===== src/hw/rtl/lpp_pkg.sv =====
// Shared constants, types and helpers for the line point projector.
`default_nettype none

package lpp_pkg;

    // Coordinate format: signed Q16.16
    localparam int CW    = 32;
    localparam int FB    = 16;
    // Normalised direction magnitudes lie in [2^29, 2^30)
    localparam int SQW   = 30;
    // Unit component magnitude never exceeds 2^16 + 1
    localparam int UW    = 18;
    // Shift-add accumulator and square-root working width
    localparam int ACCW  = 64;
    // Dividend for the unit component: (mag << FB) + n/2
    localparam int DIVW  = SQW + FB + 1;
    // Root of the sum of squares fits in this many bits
    localparam int NW    = 32;
    localparam int CNTW  = 6;
    localparam int AXW   = 2;
    localparam int NAX   = 3;

    // Configuration register indexes
    typedef enum logic [2:0] {
        CFG_BASE_X = 3'd0,
        CFG_BASE_Y = 3'd1,
        CFG_BASE_Z = 3'd2,
        CFG_END_X  = 3'd3,
        CFG_END_Y  = 3'd4,
        CFG_END_Z  = 3'd5
    } t_cfg_idx;

    // Sequencer states, one-hot
    typedef enum logic [12:0] {
        S_IDLE  = 13'b0000000000001,
        S_NORM  = 13'b0000000000010,
        S_SQ    = 13'b0000000000100,
        S_SQRT  = 13'b0000000001000,
        S_DIVLD = 13'b0000000010000,
        S_DIV   = 13'b0000000100000,
        S_DOTLD = 13'b0000001000000,
        S_DOT   = 13'b0000010000000,
        S_TSAT  = 13'b0000100000000,
        S_PRJLD = 13'b0001000000000,
        S_PRJ   = 13'b0010000000000,
        S_PADD  = 13'b0100000000000,
        S_DONE  = 13'b1000000000000
    } t_state;

    // Clamp a wide signed value to the coordinate range
    function automatic logic [CW-1:0] sat_cw(input logic signed [ACCW-1:0] v);
        logic signed [ACCW-1:0] hi;
        logic signed [ACCW-1:0] lo;
        hi = ACCW'(signed'({1'b0, {(CW-1){1'b1}}}));
        lo = -hi - ACCW'(1);
        if (v > hi)
            return {1'b0, {(CW-1){1'b1}}};
        else if (v < lo)
            return {1'b1, {(CW-1){1'b0}}};
        else
            return v[CW-1:0];
    endfunction

endpackage

`default_nettype wire


===== src/hw/rtl/line_point_projector_core.sv =====
// Top level of the line point projector: sequencer with bit-serial arithmetic.
`default_nettype none

// Channel   | Dir | Payload (lowest bit first)
// s stream  | in  | tdata: point_x, point_y, point_z; tuser: first_of_set
// m stream  | out | tdata: proj_x, proj_y, proj_z, line_param, extent_min,
//           |     |        extent_max, zero pad; tuser: degenerate
// cfg write | in  | index 0..5 base_x..end_z, 32-bit data
//
// With the direction already built an item runs three shift-add products for
// t and three for the projection, one bit of the unit component per cycle
// through the shared accumulator.
// After a register write the first item also rebuilds the direction: up to
// 29 normalise shifts, 3 x 30 square steps, 32 root steps, 3 x 47 divide steps.
// Reset is synchronous; the output register lets the next item enter while a
// result waits to be taken.
module line_point_projector_core
    import lpp_pkg::*;
(
    input  wire logic              i_clk,
    input  wire logic              i_rst_n,
    // stream in
    input  wire logic              i_s_tvalid,
    output logic                   o_s_tready,
    input  wire logic [3*CW-1:0]   i_s_tdata,   // point_x, point_y, point_z
    input  wire logic              i_s_tuser,   // first_of_set
    // stream out
    output logic                   o_m_tvalid,
    input  wire logic              i_m_tready,
    output logic [6*CW-1:0]        o_m_tdata,   // proj_x, proj_y, proj_z, line_param,
                                                // extent_min, extent_max, pad
    output logic                   o_m_tuser,   // degenerate
    // configuration
    input  wire logic              i_cfg_wr_en,
    input  wire logic [2:0]        i_cfg_idx,
    input  wire logic [CW-1:0]     i_cfg_wdata
);

    t_state              r_state, n_state;
    logic [CW-1:0]       r_base [NAX];
    logic [CW-1:0]       r_end  [NAX];
    logic [CW:0]         r_mag  [NAX], n_mag [NAX];
    logic                r_neg  [NAX], n_neg [NAX];
    logic [UW-1:0]       r_umag [NAX], n_umag [NAX];
    logic                r_uneg [NAX], n_uneg [NAX];
    logic [CW-1:0]       r_pt   [NAX], n_pt  [NAX];
    logic [CW-1:0]       r_proj [NAX], n_proj [NAX];
    logic                r_first, n_first;
    logic                r_dir_ready, n_dir_ready;
    logic                r_degen, n_degen;
    logic [ACCW-1:0]     r_acc, n_acc;
    logic [ACCW-1:0]     r_mcand, n_mcand;
    logic [SQW-1:0]      r_mplr, n_mplr;
    logic [ACCW-1:0]     r_bit, n_bit;
    logic [NW-1:0]       r_n, n_n;
    logic [NW-1:0]       r_rem, n_rem;
    logic [DIVW-1:0]     r_quo, n_quo;
    logic [CNTW-1:0]     r_cnt, n_cnt;
    logic [AXW-1:0]      r_ax, n_ax;
    logic [CW-1:0]       r_t, n_t;
    logic [CW-1:0]       r_run_min, n_run_min;
    logic [CW-1:0]       r_run_max, n_run_max;
    logic                r_out_valid, n_out_valid;
    logic [CW-1:0]       r_o_proj [NAX], n_o_proj [NAX];
    logic [CW-1:0]       r_o_t, n_o_t;
    logic [CW-1:0]       r_o_min, n_o_min;
    logic [CW-2:0]       r_o_max, n_o_max;
    logic                r_o_degen, n_o_degen;

    logic signed [CW:0]  w_d [NAX];
    logic                w_mag_big, w_mag_small, w_mag_zero;
    logic [ACCW-1:0]     w_mul_sum;
    logic                w_mul_last;
    logic [ACCW-1:0]     w_rb;
    logic [NW:0]         w_trial;
    logic                w_ge;
    logic [ACCW-1:0]     w_diff;
    logic [ACCW-1:0]     w_tx;
    logic signed [ACCW-1:0] w_padd;
    logic signed [CW-1:0] w_bmin, w_bmax;
    logic [CW-1:0]       w_nmin, w_nmax;

    // Configuration registers
    always_ff @(posedge i_clk) begin
        if (!i_rst_n) begin
            for (int i = 0; i < NAX; i++) begin
                r_base[i] <= '0;
                r_end[i]  <= (i == 0) ? (CW'(1) << FB) : '0;
            end
        end else if (i_cfg_wr_en) begin
            unique case (i_cfg_idx)
                CFG_BASE_X: r_base[0] <= i_cfg_wdata;
                CFG_BASE_Y: r_base[1] <= i_cfg_wdata;
                CFG_BASE_Z: r_base[2] <= i_cfg_wdata;
                CFG_END_X:  r_end[0]  <= i_cfg_wdata;
                CFG_END_Y:  r_end[1]  <= i_cfg_wdata;
                CFG_END_Z:  r_end[2]  <= i_cfg_wdata;
                default: ;
            endcase
        end
    end

    // Line difference per axis and normalisation tests
    always_comb begin
        w_mag_big   = 1'b0;
        w_mag_small = 1'b1;
        w_mag_zero  = 1'b1;
        for (int i = 0; i < NAX; i++) begin
            w_d[i] = $signed({r_end[i][CW-1], r_end[i]}) -
                     $signed({r_base[i][CW-1], r_base[i]});
            if (r_mag[i][CW:SQW] != '0)
                w_mag_big = 1'b1;
            if (r_mag[i][CW:SQW-1] != '0)
                w_mag_small = 1'b0;
            if (r_mag[i] != '0)
                w_mag_zero = 1'b0;
        end
    end

    // Shared arithmetic terms
    assign w_mul_sum  = r_acc + (r_mplr[0] ? r_mcand : '0);
    assign w_mul_last = (r_cnt == CNTW'(1));
    assign w_rb       = r_mcand + r_bit;
    assign w_trial    = {r_rem, r_quo[DIVW-1]};
    assign w_ge       = (w_trial >= {1'b0, r_n});
    assign w_diff     = ACCW'($signed({r_pt[r_ax][CW-1], r_pt[r_ax]}) -
                              $signed({r_base[r_ax][CW-1], r_base[r_ax]}));
    assign w_tx       = ACCW'($signed(r_t));
    assign w_padd     = ACCW'($signed(r_base[r_ax])) + ($signed(r_acc) >>> FB);
    assign w_bmin     = r_first ? '0 : $signed(r_run_min);
    assign w_bmax     = r_first ? '0 : $signed(r_run_max);
    assign w_nmin     = ($signed(r_t) < w_bmin) ? r_t : w_bmin;
    assign w_nmax     = ($signed(r_t) > w_bmax) ? r_t : w_bmax;

    // Sequencer
    always_comb begin
        n_state     = r_state;
        n_mag       = r_mag;
        n_neg       = r_neg;
        n_umag      = r_umag;
        n_uneg      = r_uneg;
        n_pt        = r_pt;
        n_proj      = r_proj;
        n_first     = r_first;
        n_dir_ready = r_dir_ready;
        n_degen     = r_degen;
        n_acc       = r_acc;
        n_mcand     = r_mcand;
        n_mplr      = r_mplr;
        n_bit       = r_bit;
        n_n         = r_n;
        n_rem       = r_rem;
        n_quo       = r_quo;
        n_cnt       = r_cnt;
        n_ax        = r_ax;
        n_t         = r_t;
        n_run_min   = r_run_min;
        n_run_max   = r_run_max;
        n_out_valid = r_out_valid & ~i_m_tready;
        n_o_proj    = r_o_proj;
        n_o_t       = r_o_t;
        n_o_min     = r_o_min;
        n_o_max     = r_o_max;
        n_o_degen   = r_o_degen;

        unique case (r_state)
            S_IDLE: begin
                if (i_s_tvalid) begin
                    n_pt[0] = i_s_tdata[CW-1:0];
                    n_pt[1] = i_s_tdata[2*CW-1:CW];
                    n_pt[2] = i_s_tdata[3*CW-1:2*CW];
                    n_first = i_s_tuser;
                    n_ax    = '0;
                    if (r_dir_ready) begin
                        n_state = S_DOTLD;
                    end else begin
                        for (int i = 0; i < NAX; i++) begin
                            n_neg[i] = w_d[i][CW];
                            n_mag[i] = w_d[i][CW] ? (CW+1)'(-w_d[i]) : w_d[i];
                        end
                        n_state = S_NORM;
                    end
                end
            end
            // scale all magnitudes until the largest is in [2^29, 2^30)
            S_NORM: begin
                if (w_mag_zero) begin
                    for (int i = 0; i < NAX; i++) begin
                        n_umag[i] = '0;
                        n_uneg[i] = 1'b0;
                    end
                    n_degen     = 1'b1;
                    n_dir_ready = 1'b1;
                    n_state     = S_DOTLD;
                end else if (w_mag_big) begin
                    for (int i = 0; i < NAX; i++)
                        n_mag[i] = r_mag[i] >> 1;
                end else if (w_mag_small) begin
                    for (int i = 0; i < NAX; i++)
                        n_mag[i] = r_mag[i] << 1;
                end else begin
                    n_acc   = '0;
                    n_mcand = ACCW'(r_mag[0][SQW-1:0]);
                    n_mplr  = r_mag[0][SQW-1:0];
                    n_cnt   = CNTW'(SQW);
                    n_ax    = '0;
                    n_state = S_SQ;
                end
            end
            // sum of squares, one multiplier bit a cycle
            S_SQ: begin
                n_acc   = w_mul_sum;
                n_mcand = r_mcand << 1;
                n_mplr  = r_mplr >> 1;
                n_cnt   = r_cnt - CNTW'(1);
                if (w_mul_last) begin
                    if (r_ax == AXW'(NAX-1)) begin
                        n_mcand = '0;
                        n_bit   = ACCW'(1) << (ACCW-2);
                        n_state = S_SQRT;
                    end else begin
                        n_ax    = r_ax + AXW'(1);
                        n_mcand = ACCW'(r_mag[r_ax + AXW'(1)][SQW-1:0]);
                        n_mplr  = r_mag[r_ax + AXW'(1)][SQW-1:0];
                        n_cnt   = CNTW'(SQW);
                    end
                end
            end
            // integer square root, two radicand bits a cycle
            S_SQRT: begin
                if (r_acc >= w_rb) begin
                    n_acc   = r_acc - w_rb;
                    n_mcand = (r_mcand >> 1) + r_bit;
                end else begin
                    n_mcand = r_mcand >> 1;
                end
                n_bit = r_bit >> 2;
                if (r_bit[0]) begin
                    n_n     = n_mcand[NW-1:0];
                    n_ax    = '0;
                    n_state = S_DIVLD;
                end
            end
            S_DIVLD: begin
                n_quo   = (DIVW'(r_mag[r_ax][SQW-1:0]) << FB) + DIVW'(r_n >> 1);
                n_rem   = '0;
                n_cnt   = CNTW'(DIVW);
                n_state = S_DIV;
            end
            // restoring division, one quotient bit a cycle
            S_DIV: begin
                n_rem = w_ge ? NW'(w_trial - {1'b0, r_n}) : w_trial[NW-1:0];
                n_quo = {r_quo[DIVW-2:0], w_ge};
                n_cnt = r_cnt - CNTW'(1);
                if (w_mul_last) begin
                    n_umag[r_ax] = n_quo[UW-1:0];
                    n_uneg[r_ax] = r_neg[r_ax];
                    if (r_ax == AXW'(NAX-1)) begin
                        n_degen     = 1'b0;
                        n_dir_ready = 1'b1;
                        n_ax        = '0;
                        n_state     = S_DOTLD;
                    end else begin
                        n_ax    = r_ax + AXW'(1);
                        n_state = S_DIVLD;
                    end
                end
            end
            // t accumulates u_i * (p_i - base_i) with the rounding half preloaded
            S_DOTLD: begin
                if (r_ax == '0)
                    n_acc = ACCW'(1) << (FB-1);
                n_mcand = r_uneg[r_ax] ? -w_diff : w_diff;
                n_mplr  = SQW'(r_umag[r_ax]);
                n_cnt   = CNTW'(UW);
                n_state = S_DOT;
            end
            S_DOT: begin
                n_acc   = w_mul_sum;
                n_mcand = r_mcand << 1;
                n_mplr  = r_mplr >> 1;
                n_cnt   = r_cnt - CNTW'(1);
                if (w_mul_last) begin
                    if (r_ax == AXW'(NAX-1)) begin
                        n_state = S_TSAT;
                    end else begin
                        n_ax    = r_ax + AXW'(1);
                        n_state = S_DOTLD;
                    end
                end
            end
            S_TSAT: begin
                n_t     = sat_cw($signed(r_acc) >>> FB);
                n_ax    = '0;
                n_state = S_PRJLD;
            end
            // projection offset t * u_i, rounded
            S_PRJLD: begin
                n_acc   = ACCW'(1) << (FB-1);
                n_mcand = r_uneg[r_ax] ? -w_tx : w_tx;
                n_mplr  = SQW'(r_umag[r_ax]);
                n_cnt   = CNTW'(UW);
                n_state = S_PRJ;
            end
            S_PRJ: begin
                n_acc   = w_mul_sum;
                n_mcand = r_mcand << 1;
                n_mplr  = r_mplr >> 1;
                n_cnt   = r_cnt - CNTW'(1);
                if (w_mul_last)
                    n_state = S_PADD;
            end
            S_PADD: begin
                n_proj[r_ax] = sat_cw(w_padd);
                if (r_ax == AXW'(NAX-1)) begin
                    n_state = S_DONE;
                end else begin
                    n_ax    = r_ax + AXW'(1);
                    n_state = S_PRJLD;
                end
            end
            // hand the result to the output register and track the extent
            S_DONE: begin
                if (!r_out_valid || i_m_tready) begin
                    n_o_proj    = r_proj;
                    n_o_t       = r_t;
                    n_o_min     = w_nmin;
                    n_o_max     = w_nmax[CW-2:0];
                    n_o_degen   = r_degen;
                    n_run_min   = w_nmin;
                    n_run_max   = w_nmax;
                    n_out_valid = 1'b1;
                    n_state     = S_IDLE;
                end
            end
            default: n_state = S_IDLE;
        endcase

        // any register write invalidates the direction
        if (i_cfg_wr_en && i_cfg_idx <= CFG_END_Z)
            n_dir_ready = 1'b0;
    end

    // Control state
    always_ff @(posedge i_clk) begin
        if (!i_rst_n) begin
            r_state     <= S_IDLE;
            r_dir_ready <= 1'b0;
            r_run_min   <= '0;
            r_run_max   <= '0;
            r_out_valid <= 1'b0;
        end else begin
            r_state     <= n_state;
            r_dir_ready <= n_dir_ready;
            r_run_min   <= n_run_min;
            r_run_max   <= n_run_max;
            r_out_valid <= n_out_valid;
        end
    end

    // Datapath registers
    always_ff @(posedge i_clk) begin
        r_mag     <= n_mag;
        r_neg     <= n_neg;
        r_umag    <= n_umag;
        r_uneg    <= n_uneg;
        r_pt      <= n_pt;
        r_proj    <= n_proj;
        r_first   <= n_first;
        r_degen   <= n_degen;
        r_acc     <= n_acc;
        r_mcand   <= n_mcand;
        r_mplr    <= n_mplr;
        r_bit     <= n_bit;
        r_n       <= n_n;
        r_rem     <= n_rem;
        r_quo     <= n_quo;
        r_cnt     <= n_cnt;
        r_ax      <= n_ax;
        r_t       <= n_t;
        r_o_proj  <= n_o_proj;
        r_o_t     <= n_o_t;
        r_o_min   <= n_o_min;
        r_o_max   <= n_o_max;
        r_o_degen <= n_o_degen;
    end

    // Ports
    assign o_s_tready = (r_state == S_IDLE);
    assign o_m_tvalid = r_out_valid;
    assign o_m_tdata  = {1'b0, r_o_max, r_o_min, r_o_t,
                         r_o_proj[2], r_o_proj[1], r_o_proj[0]};
    assign o_m_tuser  = r_o_degen;

endmodule

`default_nettype wire

===== config.mk =====
export PLATFORM = sky130hd
export DESIGN_NAME = line_point_projector_core
export DESIGN_NICKNAME = d
export VERILOG_FILES = /design/src/hw/rtl/lpp_pkg.sv /design/src/hw/rtl/line_point_projector_core.sv
export SDC_FILE = /design/constraint.sdc
export NUM_CORES = 2
export LEC_CHECK = 0
export CORE_ASPECT_RATIO = 1.25
export CORE_MARGIN = 4
export CORE_UTILIZATION = 46
export CTS_CLUSTER_DIAMETER = 80
export DETAILED_ROUTE_END_ITERATION = 16
export DONT_BUFFER_PORTS = 1
export GPL_TIMING_DRIVEN = 0
export PLACE_DENSITY_LB_ADDON = 0.1
export SLEW_MARGIN = 20
export SYNTH_ARGS = -nofsm -noshare
export SYNTH_HDL_FRONTEND = slang
export SYNTH_SLANG_ARGS = --single-unit

===== constraint.sdc =====
create_clock -name i_clk -period 8.4 [get_ports i_clk]
set_input_delay 0.84 -clock i_clk [delete_from_list [all_inputs] [get_ports i_clk]]
set_output_delay 0.84 -clock i_clk [all_outputs]
set_load 0.02 [all_outputs]

=== Yosys cells after proc, flatten, opt, wreduce, memory -nomap -nowiden ===
Memories as Yosys holds them, arrays and structs flattened. A register that Yosys moved wholly into a read port is not among the register bits.
Cells that the tools add are included.

* Logic and storage cells: 330
* Memories kept: 2
* Input port bits: 137
* Register bits: 997
* Memory bits (writable): 192

{| class="wikitable"
|+ Memories
! name !! depth !! width !! read ports !! clocked after Yosys merged registers in !! write ports !! line !! text
|-
| r_base || 3 || 32 || 4 || 1 || 3 || line_point_projector_core.sv:40 || <nowiki>logic [CW-1:0] r_base [NAX];</nowiki>
|-
| r_end || 3 || 32 || 3 || 0 || 3 || line_point_projector_core.sv:41 || <nowiki>logic [CW-1:0] r_end [NAX];</nowiki>
|}

* Reduce and logical (&&, ||, !) cells: 44
* Multiplexer cells: 160
* Add/sub/neg operators: 18
* $lt $le $gt $ge: 12
* Bitwise logic cells: 12
* Equal/unequal tests: 40

{| class="wikitable"
|+ Operators with widths
! kind !! count
|-
| two-way mux 64 bit || 15
|-
| two-way mux 32 bit || 18
|-
| two-way mux 99 bit || 5
|-
| one-hot mux 64 bit (6 select lines) || 1
|-
| one-hot mux 64 bit (5 select lines) || 1
|-
| two-way mux 30 bit || 10
|-
| one-hot mux 99 bit (2 select lines) || 1
|-
| one-hot mux 13 bit (13 select lines) || 1
|-
| two-way mux 13 bit || 12
|-
| binary-select mux 33 bit (select 2 bit) || 2
|-
| subtractor 32 x 32 -> 33 bit || 4
|-
| adder 64 bit || 2
|-
| negation 64 bit || 2
|-
| one-hot mux 64 bit (2 select lines) || 1
|-
| one-hot mux 30 bit (4 select lines) || 1
|-
| two-way mux 54 bit || 2
|-
| one-hot mux 54 bit (2 select lines) || 1
|-
| two-way mux 33 bit || 3
|-
| negation 33 bit || 3
|-
| nonzero test 33 bit || 3
|-
| bitwise mux 96 bit || 1
|-
| one-hot mux 47 bit (2 select lines) || 1
|-
| adder 63 x 64 -> 64 bit || 1
|-
| binary-select mux 32 bit (select 2 bit) || 1
|-
| 81 further kinds || 194
|}

=== Longest topological paths before layout ===
* Word-level depth: 9
* Gate-level depth with buffers: 28

=== Worst setup path before layout ===
No wires, ideal clock.

* Kind: register to register
* Start point: register r_state[2]
* End point: register r_mag[0] (netlist bit) (enable)
* Path buffers: 0
* Stages on the path, launching flop included: 7
* Path slack: -1.276 ns
* Setup time: 0.695 ns
* Arrival time: 8.980 ns
* Required time: 7.705 ns
* Path through: dfxtp_1 nor3_1 and3_1 nand2_1 nor3b_1 nand2_1 o21ai_0

* Longest elaborated chain between the ends: 3
* Elaborated cells between the ends (all ways): 8
* Classes of those cells: eq/ne (6); reduce/logical (2)

{| class="wikitable"
|+ RTL lines
! what !! line !! text
|-
| from (decl) || line_point_projector_core.sv:39 || <nowiki>t_state r_state, n_state;</nowiki>
|-
| from (signal assigned) || line_point_projector_core.sv:353 || <nowiki>r_state <= n_state;</nowiki>
|-
| equality test 13 x 1 -> 1 bit * || n/a ||
|-
| via o_s_tready || line_point_projector_core.sv:24 || <nowiki>output logic o_s_tready,</nowiki>
|-
| != test 2 bit (no source line) / nonzero test 2 bit (equally long branches) || n/a ||
|-
| AND reduction 5 bit (no source line) * || n/a ||
|-
| to (signal assigned) || line_point_projector_core.sv:363 || <nowiki>r_mag <= n_mag;</nowiki>
|-
| to (decl) || line_point_projector_core.sv:42 || <nowiki>logic [CW:0] r_mag [NAX], n_mag [NAX];</nowiki>
|}

Mark *: on every way through the listed nets, which the timed path passes. The rest lies on a longest branch.
A chain may end at the register's enable or synchronous reset.

=== Final worst setup path ===
* Start point: register r_ax[0]
* End point: register r_mcand[53] (data pin)

* Longest elaborated chain between the ends: 8
* Elaborated cells between the ends (all ways): 12
* Classes of those cells: add/sub (2); mux (9); bitwise (1)

{| class="wikitable"
|+ RTL lines
! what !! line !! text
|-
| from (decl) || line_point_projector_core.sv:59 || <nowiki>logic [AXW-1:0] r_ax, n_ax;</nowiki>
|-
| from (signal assigned) || line_point_projector_core.sv:379 || <nowiki>r_ax <= n_ax;</nowiki>
|-
| NOT 2 -> 3 bit (implied by the code) * || line_point_projector_core.sv:126, line_point_projector_core.sv:273, line_point_projector_core.sv:300 ||
|-
| binary-select mux 32 bit (select 2 bit) || line_point_projector_core.sv:126 || <nowiki>assign w_diff = ACCW'($signed({r_pt[r_ax][CW-1], r_pt[r_ax]}) -</nowiki>
|-
| two-way mux 32 bit (implied by the code) (2 in series) || line_point_projector_core.sv:126 ||
|-
| subtractor 32 x 32 -> 33 bit || line_point_projector_core.sv:126 ||
|-
| negation 64 bit || line_point_projector_core.sv:273 || <nowiki>n_mcand = r_uneg[r_ax] ? -w_diff : w_diff;</nowiki>
|-
| two-way mux 64 bit || line_point_projector_core.sv:273 ||
|-
| one-hot mux 64 bit (6 select lines) * || line_point_projector_core.sv:166 || <nowiki>unique case (r_state)</nowiki>
|-
| to (signal assigned) || line_point_projector_core.sv:372 || <nowiki>r_mcand <= n_mcand;</nowiki>
|-
| to (decl) || line_point_projector_core.sv:52 || <nowiki>logic [ACCW-1:0] r_mcand, n_mcand;</nowiki>
|}

Every way passes the cells marked *; elsewhere a longest branch is shown, timed or not. The select of a mux whose other input is x is not followed.

==> results.md <==
* Synth warn at 0
* Per-cell routed wire length at 28.9 um
* Post-DR vias/cell at 6.28
* Pint at 15.4 mW
* Worst-path fanout max at 19
* Register area at 34,000 um^2
* Yosys cell types at 100
* Max-slew violations at 0
* Crit path DAT at 8.72 ns
* Gate power share at 0.488
* Total Power at 28.3 mW
* Design Area, Final at 85,700 um^2
* Unrepaired setup endpoints after global routing: false
* Row count at between 150 and 200
* Critical Path RT at 8.93 ns
* Num ports at roughly 330
* Synth async-reset ratio at 0
* Syn nets at 8,603
* Clock Skews at 0.0341 ns
* Die height at 466 um
* DRC violation count after routing at 0
* GRT Util Overall at 0.335
* Final WL at just over 300 mm
* H-Tree Depth at 4
* Fmax at ~120 MHz
* Top FF cell, synth: edfxtp_1
* FILL cells at 15.4k
* Period utilization at 0.975
* Total grt overflow at 0
* Setup crit start kind: flop
* Largest net degree at the start of global routing at 99
* Worst Setup End Kind: flop
* Worst vdd ir at 0.352 mV
* Clock latency on the worst-skew pair at a little over 0.8 ns
* Core area at about 170,000 um^2
* Synth top area share at 0.420
* Fraction of layout cells with a size suffix above 1 at 0.0488
* Worst Max-Slew Pin Slew at 1.27 ns
* Part of the power in registers at 0.292
* Yosys reg bits at 1,159
* Root buf cell: clkbuf_16
* Count of input and output buffers at 0
* Nets@finish at between 8k and 9k
* GPL Wtd Cong at 1.04
* P&R area growth vs syn at 11.1%
* Fin cells at roughly 10k
* Dpl cells at between 10k and 15k
* PwrDens at between 300 and 400 nW/um^2
* Setup TNS at 0 ns
* Clock transition at path regs at about 0.070 ns
* Clock power frac at 0.220
* Antenna violations before repair at 27
* Synth top area cells: edfxtp_1 42%, ha_1 8.0%, nand2_1 4.2%, xnor2_1 3.9%, a21oi_1 3.6%
* Hold/Removal Path Class: input port to flop
* Drt first pass iters at 6
* CTS tree: done
* Setup violators final at 0
* Max Buffers Root-to-Sink at 3
* Status: finished, final reports clean
* Number of synthesized flops with an enable pin at ~1.1k
* Die width at 374 um
* Routed vias at 65.7k
* Area of the multi-input gates at 40,600 um^2
* Final hold viol count at 0
* Post-layout worst setup margin at 0.211 ns
* Psw at roughly 13 mW
* DIE AREA at approximately 170,000 um^2
* Final min period at 8.19 ns
* Final hold slack at 0.105 ns
* Cell leakage power at 32.3 nW
* TritonCTS buffer count at 132
* Syn avg cell area at 9.68 um^2
* Netlist Area Pre-Place at 77,100 um^2
* Post-Syn Instances at around 8k
* Dpl ws at -1.68 ns
* Area leader, netlist: edfxtp_1
* Antenna Nets Post-Route at 0
* Hold buffers post-CTS at 0
* Core Util, Final at 0.516
* Placed cell area at 80,900 um^2
* Max transition margin at 0.148
* Hpwl dp at roughly 240 mm
* Clk sinks at 1,159
* Crit Path Class: flop to flop
* Total of max-cap violations at 0
* Initial core utilization at 0.464
* Number of global-route vias before repair at around 63k
* Global-route wire length before repair at about 430 mm
* Sequential fraction of the synthesis area at 0.441
* Sw frac at 0.454
* First-iteration detailed-routing DRC count at 6,890
## Yosys cell counts, types with 26 or more instances
library cell / count
a211oi_1: 70
a21o_1: 232
a21oi_1: 561
a221oi_1: 42
a22o_1: 71
a22oi_1: 26
a31oi_1: 165
and2_1: 200
and3_1: 69
buf_1: 28
clkbuf_1: 360
dfxtp_1: 81
edfxtp_1: 1078
ha_1: 492
inv_1: 310
mux2i_1: 229
nand2_1: 862
nand2b_1: 134
nand3_1: 166
nand4_1: 108
nor2_1: 569
nor2b_1: 81
nor3_1: 98
nor4_1: 57
o211ai_1: 35
o21a_1: 99
o21ai_0: 523
o21bai_1: 77
o22ai_1: 59
o31ai_1: 54
or3_1: 42
xnor2_1: 340
xor2_1: 240
## per-layer routing
layer / vias up / routed length, um / global-route usage
met5: - / 172 / 0
met4: 24 / 26200 / 0.241
met3: 917 / 21600 / 0.0607
met2: 2902 / 142000 / 0.556
met1: 32000 / 113000 / 0.390
li1: 29900 / - / -
## final cells by class
| type | count | area share |
|---|---|---|
| multi-input combinational | 6094 | 0.474 |
| sequential | 1159 | 0.397 |
| clock buffer | 150 | 0.0396 |
| tap | 2197 | 0.0321 |
| buffer | 397 | 0.0186 |
| clock inverter | 88 | 0.0140 |
| inverter | 312 | 0.0138 |
| timing repair buffer | 45 | 0.0102 |
| antenna | 17 | 0.000497 |
## critical path, cell delays in order (launching register included)
cell and delay, ns:
edfxtp_1 0.41, clkbuf_1 0.26, buf_4 0.36, clkdlybuf4s15_2 0.56, clkbuf_4 0.50, buf_4 0.38
mux2i_1 0.41, o21ai_0 0.35, fa_1 0.62, a211oi_1 0.34, o211ai_1 0.20, o2111a_1 0.22
o41a_1 0.41, a21o_1 0.24, xor2_1 0.24, a211oi_2 0.41, nand3_1 0.30, nor4_1 0.50
a41oi_1 0.26, o21ai_4 0.42, buf_2 0.33, nand3_1 0.12
## cell families (layout without fill, tap and decap cells)
family	after synthesis	after routing	share of synthesized area
flops	1159	1159	0.441
mux	243	243	0.0318
buf+inv	712	992	0.0354
compound gates	2260	2260	0.188
other cells	1	18	0.0000486
simple gates	2509	2509	0.156
fa+ha+maj	501	501	0.0822
xor+xnor	580	580	0.0659
## path summary, 6_finish.rpt
check	from	cells after the start	slack [ns]	endpoint
worst min register to register	r_proj[26]	0	0.42	o_m_tdata[90]
worst max register to register	r_ax[0]	21	0.21	r_mcand[53]
worst max-delay path	r_ax[0]	21	0.21	r_mcand[53]
worst min-delay path	i_s_tdata[45]	0	0.11	r_pt[45]
## repair_timing
item | 4_1_cts | 5_1_grt
setup endpoints to repair | 145 | 116
resized for setup | 20 | 12
pin swaps | 2 | 2
buffers inserted | 1 | 2
## state kept, by name, summed over array words and instances (netlist names), 47 cells and up, named ones only
register	flops
r_pt	96
r_quo	47
r_mcand	64
r_base	96
r_proj	96
o_m_tdata	96
r_mag	99
r_end	96
r_umag	54
r_acc	64
## power groups by stage
| stage | Sequential (mW) | Combinational (mW) | Clock (mW) |
|---|---|---|---|
| 2_1_floorplan | 7.83 | 8.57 | 0 |
| 3_5_place_dp | 8.30 | 13.2 | 0 |
| 4_1_cts | 8.18 | 13.3 | 6.30 |
| 6_report | 8.25 | 13.8 | 6.22 |
| 5_1_grt | 8.23 | 14.6 | 6.54 |
| 3_3_place_gp | 8.41 | 13.0 | 0 |
## layout by cell type (no fill, tap or decap), types with 77 or more instances in the layout
| cell | n |
|---|---|
| edfxtp_1 | 1078 |
| nand2_1 | 860 |
| nor2_1 | 568 |
| a21oi_1 | 559 |
| o21ai_0 | 508 |
| ha_1 | 492 |
| clkbuf_1 | 356 |
| xnor2_1 | 340 |
| inv_1 | 306 |
| xor2_1 | 239 |
| a21o_1 | 232 |
| mux2i_1 | 229 |
| and2_1 | 197 |
| nand3_1 | 166 |
| a31oi_1 | 163 |
| nand2b_1 | 134 |
| clkbuf_16 | 132 |
| nand4_1 | 108 |
| o21a_1 | 99 |
| nor3_1 | 96 |
| nor2b_1 | 81 |
| dfxtp_1 | 81 |
| o21bai_1 | 77 |
(Power assumes the default switching activity.)
